<file path="src/sv/assert_macros.svh">
// assertion macros shared by the rtl
// no dependencies; bodies compile away when SYNTHESIS is defined
`ifndef ASSERT_MACROS_SVH
`define ASSERT_MACROS_SVH
`ifndef SYNTHESIS
`define ASSERT_ALWAYS(lbl, clk, rst_n, prop) \
	lbl: assert property (@(posedge clk) disable iff (!rst_n) (prop)) \
		else $error("assertion failed");
`define ASSERT_NEVER(lbl, clk, rst_n, cond) \
	lbl: assert property (@(posedge clk) disable iff (!rst_n) !(cond)) \
		else $error("forbidden condition seen");
`else
`define ASSERT_ALWAYS(lbl, clk, rst_n, prop)
`define ASSERT_NEVER(lbl, clk, rst_n, cond)
`endif
`endif

</file>
<file path="src/sv/sed_pkg.sv">
// types and constants of the sparse euclidean distance unit
// used by the front, back and top level
package sed_pkg;

	localparam int IN_KEY_W = 32;
	localparam int SCORE_W  = 16;
	localparam int DIST_W   = 21;
	localparam logic [19:0] DIST_MAX = 20'hFFFFF;

	typedef enum logic [1:0] {
		KIND_APPEND_A = 2'd0,
		KIND_APPEND_B = 2'd1,
		KIND_COMPUTE  = 2'd2,
		KIND_SHARE    = 2'd3
	} kind_t;

	typedef struct packed {
		kind_t                      kind;
		logic [IN_KEY_W-1:0]        key;
		logic signed [SCORE_W-1:0]  score;
	} cmd_t;

	typedef enum logic [2:0] {
		ST_IDLE,
		ST_READ,
		ST_COMPARE,
		ST_DRAIN1,
		ST_DRAIN2,
		ST_ROOT_GO,
		ST_ROOT_WAIT
	} back_state_t;

endpackage

</file>
<file path="src/sv/sed_front.sv">
// input side: takes beats, decodes the operation and queues commands
// depends on sed_pkg
module sed_front import sed_pkg::*; (
	input  logic        clk,
	input  logic        arst_n,
	input  logic        in_valid,
	output logic        in_ready,
	input  logic [1:0]  in_op,
	input  logic [47:0] in_data,
	output logic        cmd_valid,
	input  logic        cmd_ready,
	output cmd_t        cmd
);

	cmd_t       queue_q [2];
	logic       wr_ptr_q;
	logic       rd_ptr_q;
	logic [1:0] fill_q;
	cmd_t       dec;
	logic       push;
	logic       pop;

	always_comb begin
		dec.kind  = kind_t'(in_op);
		dec.key   = in_data[IN_KEY_W-1:0];
		dec.score = in_data[IN_KEY_W +: SCORE_W];
	end

	assign in_ready  = (fill_q != 2'd2);
	assign cmd_valid = (fill_q != 2'd0);
	assign cmd       = queue_q[rd_ptr_q];
	assign push      = in_valid && in_ready;
	assign pop       = cmd_valid && cmd_ready;

	always_ff @(posedge clk) begin
		if (push) begin
			queue_q[wr_ptr_q] <= dec;
		end
	end

	always_ff @(posedge clk or negedge arst_n) begin
		if (!arst_n) begin
			wr_ptr_q <= 1'b0;
			rd_ptr_q <= 1'b0;
			fill_q   <= 2'd0;
		end else begin
			if (push) begin
				wr_ptr_q <= ~wr_ptr_q;
			end
			if (pop) begin
				rd_ptr_q <= ~rd_ptr_q;
			end
			fill_q <= fill_q + {1'b0, push} - {1'b0, pop};
		end
	end

endmodule

</file>
<file path="config.mk">
export PLATFORM = sky130hd
export DESIGN_NAME = sed_front
export DESIGN_NICKNAME = d
export VERILOG_FILES = /design/src/sv/assert_macros.svh /design/src/sv/sed_pkg.sv /design/src/sv/sed_front.sv
export SDC_FILE = /design/constraint.sdc
export NUM_CORES = 1
export LEC_CHECK = 0
export BUFFER_PORTS_ARGS = -buffer_cell sky130_fd_sc_hd__buf_2
export CAP_MARGIN = 0
export CORE_MARGIN = 2
export CORE_UTILIZATION = 41
export CTS_CLUSTER_DIAMETER = 100
export DETAILED_ROUTE_END_ITERATION = 6
export PLACE_DENSITY_LB_ADDON = 0.12
export SLEW_MARGIN = 20
export SYNTH_ARGS = -nofsm -noshare
export SYNTH_HDL_FRONTEND = slang
export SYNTH_SLANG_ARGS = --single-unit
</file>
<file path="constraint.sdc">
create_clock -name clk -period 6.9 [get_ports clk]
set_clock_uncertainty 0.05 [all_clocks]
set_input_delay 0.69 -clock clk [delete_from_list [all_inputs] [get_ports clk]]
set_output_delay 0.69 -clock clk [all_outputs]
set_load 0.01 [all_outputs]
</file>
# After elaboration in Yosys (flattened, before gate mapping)
# Memories as Yosys holds them, arrays and structs flattened.
# Cells that the tools add are included.
[op_classes]
n_shift = 0
n_mul = 0
muxes = 2
reduce_logical = 3
bitwise = 2
order_cmp = 0
addsub = 2
div = 0
eq_ne = 1
[op_table]
columns = ["operator", "n"]
rows = [
  ["2-bit by 1-bit adder with 2-bit output", 1],
  ["1-bit logical AND", 2],
  ["1-bit two-way mux", 2],
  ["2-bit inequality test (second input constant)", 1],
  ["1-bit NOT", 2],
  ["2-bit nonzero test", 1],
  ["2-bit by 1-bit subtractor with 2-bit output", 1],
]
[word_totals]
wordCells = 14
n_memories = 1
latch_bits = 0
ramBits = 100
romBits = 0
inputBits = 54
regBits = 4
[memory_table]
columns = ["name", "words", "width", "rd", "rd_clocked_by_memory_dff", "write_ports", "line_no", "text"]
rows = [
  ["queue_q", 2, 50, 1, 0, 1, "sed_front.sv:15", "cmd_t queue_q [2];"],
]

# Depth between registers and ports, before layout
[depth]
word_depth = 4
mapped_depth = 7
depth_no_buf = 7

# Worst setup path before layout
# Ideal clock, no wire load.
[synth_path]
path_type = "input to register"
startpoint = "in in_valid"
endpoint = "mem queue_q[0][0] (netlist bit) (enable)"
n_path_buf = 0
cell_stages = 2
slack_ps = 3508
t_arrival_ps = 2884
path_cell_list = "nand2_1 > nor2_1"
[synth_via]
elab_chain_len = 3
[synth_lines]
columns = ["element", "line_no", "text"]
rows = [
  ["start: declaration", "sed_front.sv:6", "input logic in_valid,"],
  ["1-bit logical AND", "sed_front.sv:32", "assign push = in_valid && in_ready;"],
  ["1-bit two-way mux", "sed_front.sv:36", "if (push) begin"],
  ["1-bit two-way mux (implied by the code)", "sed_front.sv:37", "queue_q[wr_ptr_q] <= dec;"],
  ["end: declaration", "sed_front.sv:15", ""],
]
# No other way between the ends.

==> impl_metrics.json <==
{
  "outcome": "finished clean",
  "power_density_nw_per_um2": 401,
  "grt_usage_pct": 12.8,
  "synth_area_leaders": "edfxtp_1, mux2_2, dfrtp_1",
  "yosysSeqAreaShare_pct": 81.0,
  "vias_per_cell": 4.72,
  "report.final.slew_viol_count": 0,
  "synth_top_family_by_area": "multiplexers",
  "cp-start-kind": "flip-flop",
  "synth-simple-area-share_pct": 0.914,
  "core_area_um2": 9150,
  "clockBufferDepth": 2,
  "boundaryPins": 106,
  "multiInputGateArea_um2": 667,
  "dieArea_um2": 10100,
  "synth_edf_count": 100,
  "nNetsFinal": 342,
  "drt_pass1_iterations": 4,
  "syn2layout_area_growth_pct": 21.5,
  "vdd_drop_max_uv": 265,
  "path_max_fanout": 34,
  "postCtsSetupBuffers": 0,
  "top_layer": "met4",
  "hold_buffers": 0,
  "path_cells": "buf_4, mux2_2, buf_2",
  "final_cell_count_no_fill": 399,
  "grt_max_degree": 37,
  "finalCriticalPeriod_ps": 2760,
  "drt_iter0_drc": 32,
  "synth_common_cells": "edfxtp_1, mux2_2, buf_6",
  "portBuffers": 105,
  "vias": 1884,
  "diodes": 0,
  "yosysWarnings": 0,
  "async_flop_share_pct": 3.85,
  "critPathSlowestCell": "dfrtp_2",
  "drv_cap": 0,
  "routedWlPerCell_um": 15.9,
  "dr_wl_met2_um": 2950,
  "syn_area_per_cell_um2": 22.2,
  "dp.cells": 386,
  "cts_tree": "yes",
  "dieWidth_um": 101,
  "worstSkewPairLatency_ps": 340,
  "p_leak_nw": 1.75,
  "antenna_left": 0,
  "netlist_area_um2": 3830,
  "arrival_ps": 2020,
  "grt_pass1_vias": 1890,
  "fillCellCount": 771,
  "hold_class": "input pin to async pin",
  "drc_errors": 0,
  "placed_cell_area_um2": 4460,
  "dp_slack_ps": 4440,
  "path_buf_inv": 2,
  "layout_worst_path_cycle_share_pct": 40.1,
  "rows": 35,
  "cp-end-kind": "primary output",
  "synth_fp_nets": 229,
  "finalSetupViolations": 0,
  "fin_util_pct": 50.9,
  "antenna_found_initial": 0,
  "cts_buffers": 9,
  "finalPower_mw": 1.87,
  "setup-tns-final_ps": 0,
  "route.met3.wl_um": 451,
  "synthMuxAreaShare_pct": 14.7,
  "dp_hpwl_um": 4060,
  "grt_pass1_wl_um": 9530,
  "syn_inst": 173,
  "synth-xor-area-share_pct": 0.914,
  "synth_adder_area_share_pct": 0.653,
  "required_ps": 6160,
  "place.gp.congestion": 0.672,
  "htreeDepth": 3,
  "cts.clk_slew.worst_paths_ps": 80,
  "max_stage_delay_ps": 640,
  "seqCellArea_um2": 3100,
  "drive_gt1_share_pct": 59.4,
  "routed_wl_um": 6360,
  "worstSetupPathType": "flip-flop to primary output",
  "fin_ws_ps": 4140,
  "die_h_um": 101,
  "tightest_slew_ps": 719,
  "ys_seq_elements": 104,
  "rsz0062_at_grt": "false",
  "clock-sinks": 104,
  "ys.flop_type": "edfxtp_1",
  "synthDistinctLibCells": 15,
  "fin_area_um2": 4660,
  "path_delay_family": "flip-flops",
  "timing.hold.ws_ps": 86.9,
  "max_slew_margin_pct": 51.9,
  "synth_most_common_cell": "edfxtp_1",
  "yosysTopAreaCell": "edfxtp_1",
  "synth_compound_area_share_pct": 0,
  "wl_met1_um": 2900,
  "start_util_pct": 41.9,
  "gr-total-overflow": 0,
  "cts_root_buf": "clkbuf_8",
  "fmax_ghz": 0.362,
  "hold_violations": 0,
  "cts-resized-gates": 0,
  "yosysTopAreaCellShare_pct": 78.4
}
==> layout by cell type (no fill, tap or decap), drive strengths merged <==
cell type  synthesis  layout
or2                1       1
clkinv             0       1
mux2              50      50
clkbuf             0       9
nand2              1       1
and2               1       1
dfrtp              4       4
and3               1       1
clkinvlp           0       1
xor2               1       1
ha                 2       2
bufinv             0       2
inv                1       1
nand2b             1       1
nor2               1       1
edfxtp           100     100
buf                6     108
xnor2              3       3
==> per-layer routing <==
metal	vias up	track usage, %
li1	895	-
met4	0	4.43
met3	6	5.34
met1	918	16.8
met2	65	19.3
met5	-	0
==> where the power goes <==
group	total [mW]	leakage, nW	switching [mW]	internal [mW]
combinational	0.569	0.674	0.301	0.267
sequential	0.916	0.974	0.0528	0.864
clock	0.384	0.0970	0.186	0.198
total	1.87	1.75	0.541	1.33
==> kinds of logic (layout without fill, tap and decap cells) <==
kind of cell  Yosys count  after routing
flops                 104            104
mux                    50             50
buf+inv                 7            122
simple gates            6              6
xor+xnor                4              4
fa+ha+maj               2              2
==> cell type report <==
cell class                 count  share of cell area, %
clock buffer                   9                   2.66
clock inverter                 4                   1.56
inverter                       1                 0.0806
multi-input combinational     62                   14.3
sequential                   104                   66.6
tap                          111                   2.98
timing repair buffer         108                   11.8
==> sequential cells by signal (all words and copies together), names as in the netlist <==
signal    count
fill_q        2
rd_ptr_q      1
wr_ptr_q      1
queue_q     100
==> path summary, 6_finish.rpt <==
path                            slack, ps  cells past startpoint                        to                 start
worst max-delay path                 4140                      3                    cmd[2]  rd_ptr_q$_DFFE_PN0P_
worst min-delay path                   90                      1      wr_ptr_q$_DFFE_PN0N_                arst_n
worst max register to register       4760                      4   queue_q[0][6]$_DFFE_PP_   fill_q[1]$_DFF_PN0_
worst min register to register        470                      1       fill_q[0]$_DFF_PN0_   fill_q[0]$_DFF_PN0_
max in group asynchronous            6580                      1      rd_ptr_q$_DFFE_PN0P_                arst_n
min in group clk                      470                      1  queue_q[1][26]$_DFFE_PP_           in_data[10]
==> worst register-to-register path, cell delays in order (launching register included) <==
cell	delay, ps
dfrtp_1	410
nand2b_1	130
nand2_1	140
nor2_4	580
buf_4	480
Power figures use the tool's default switching activity.
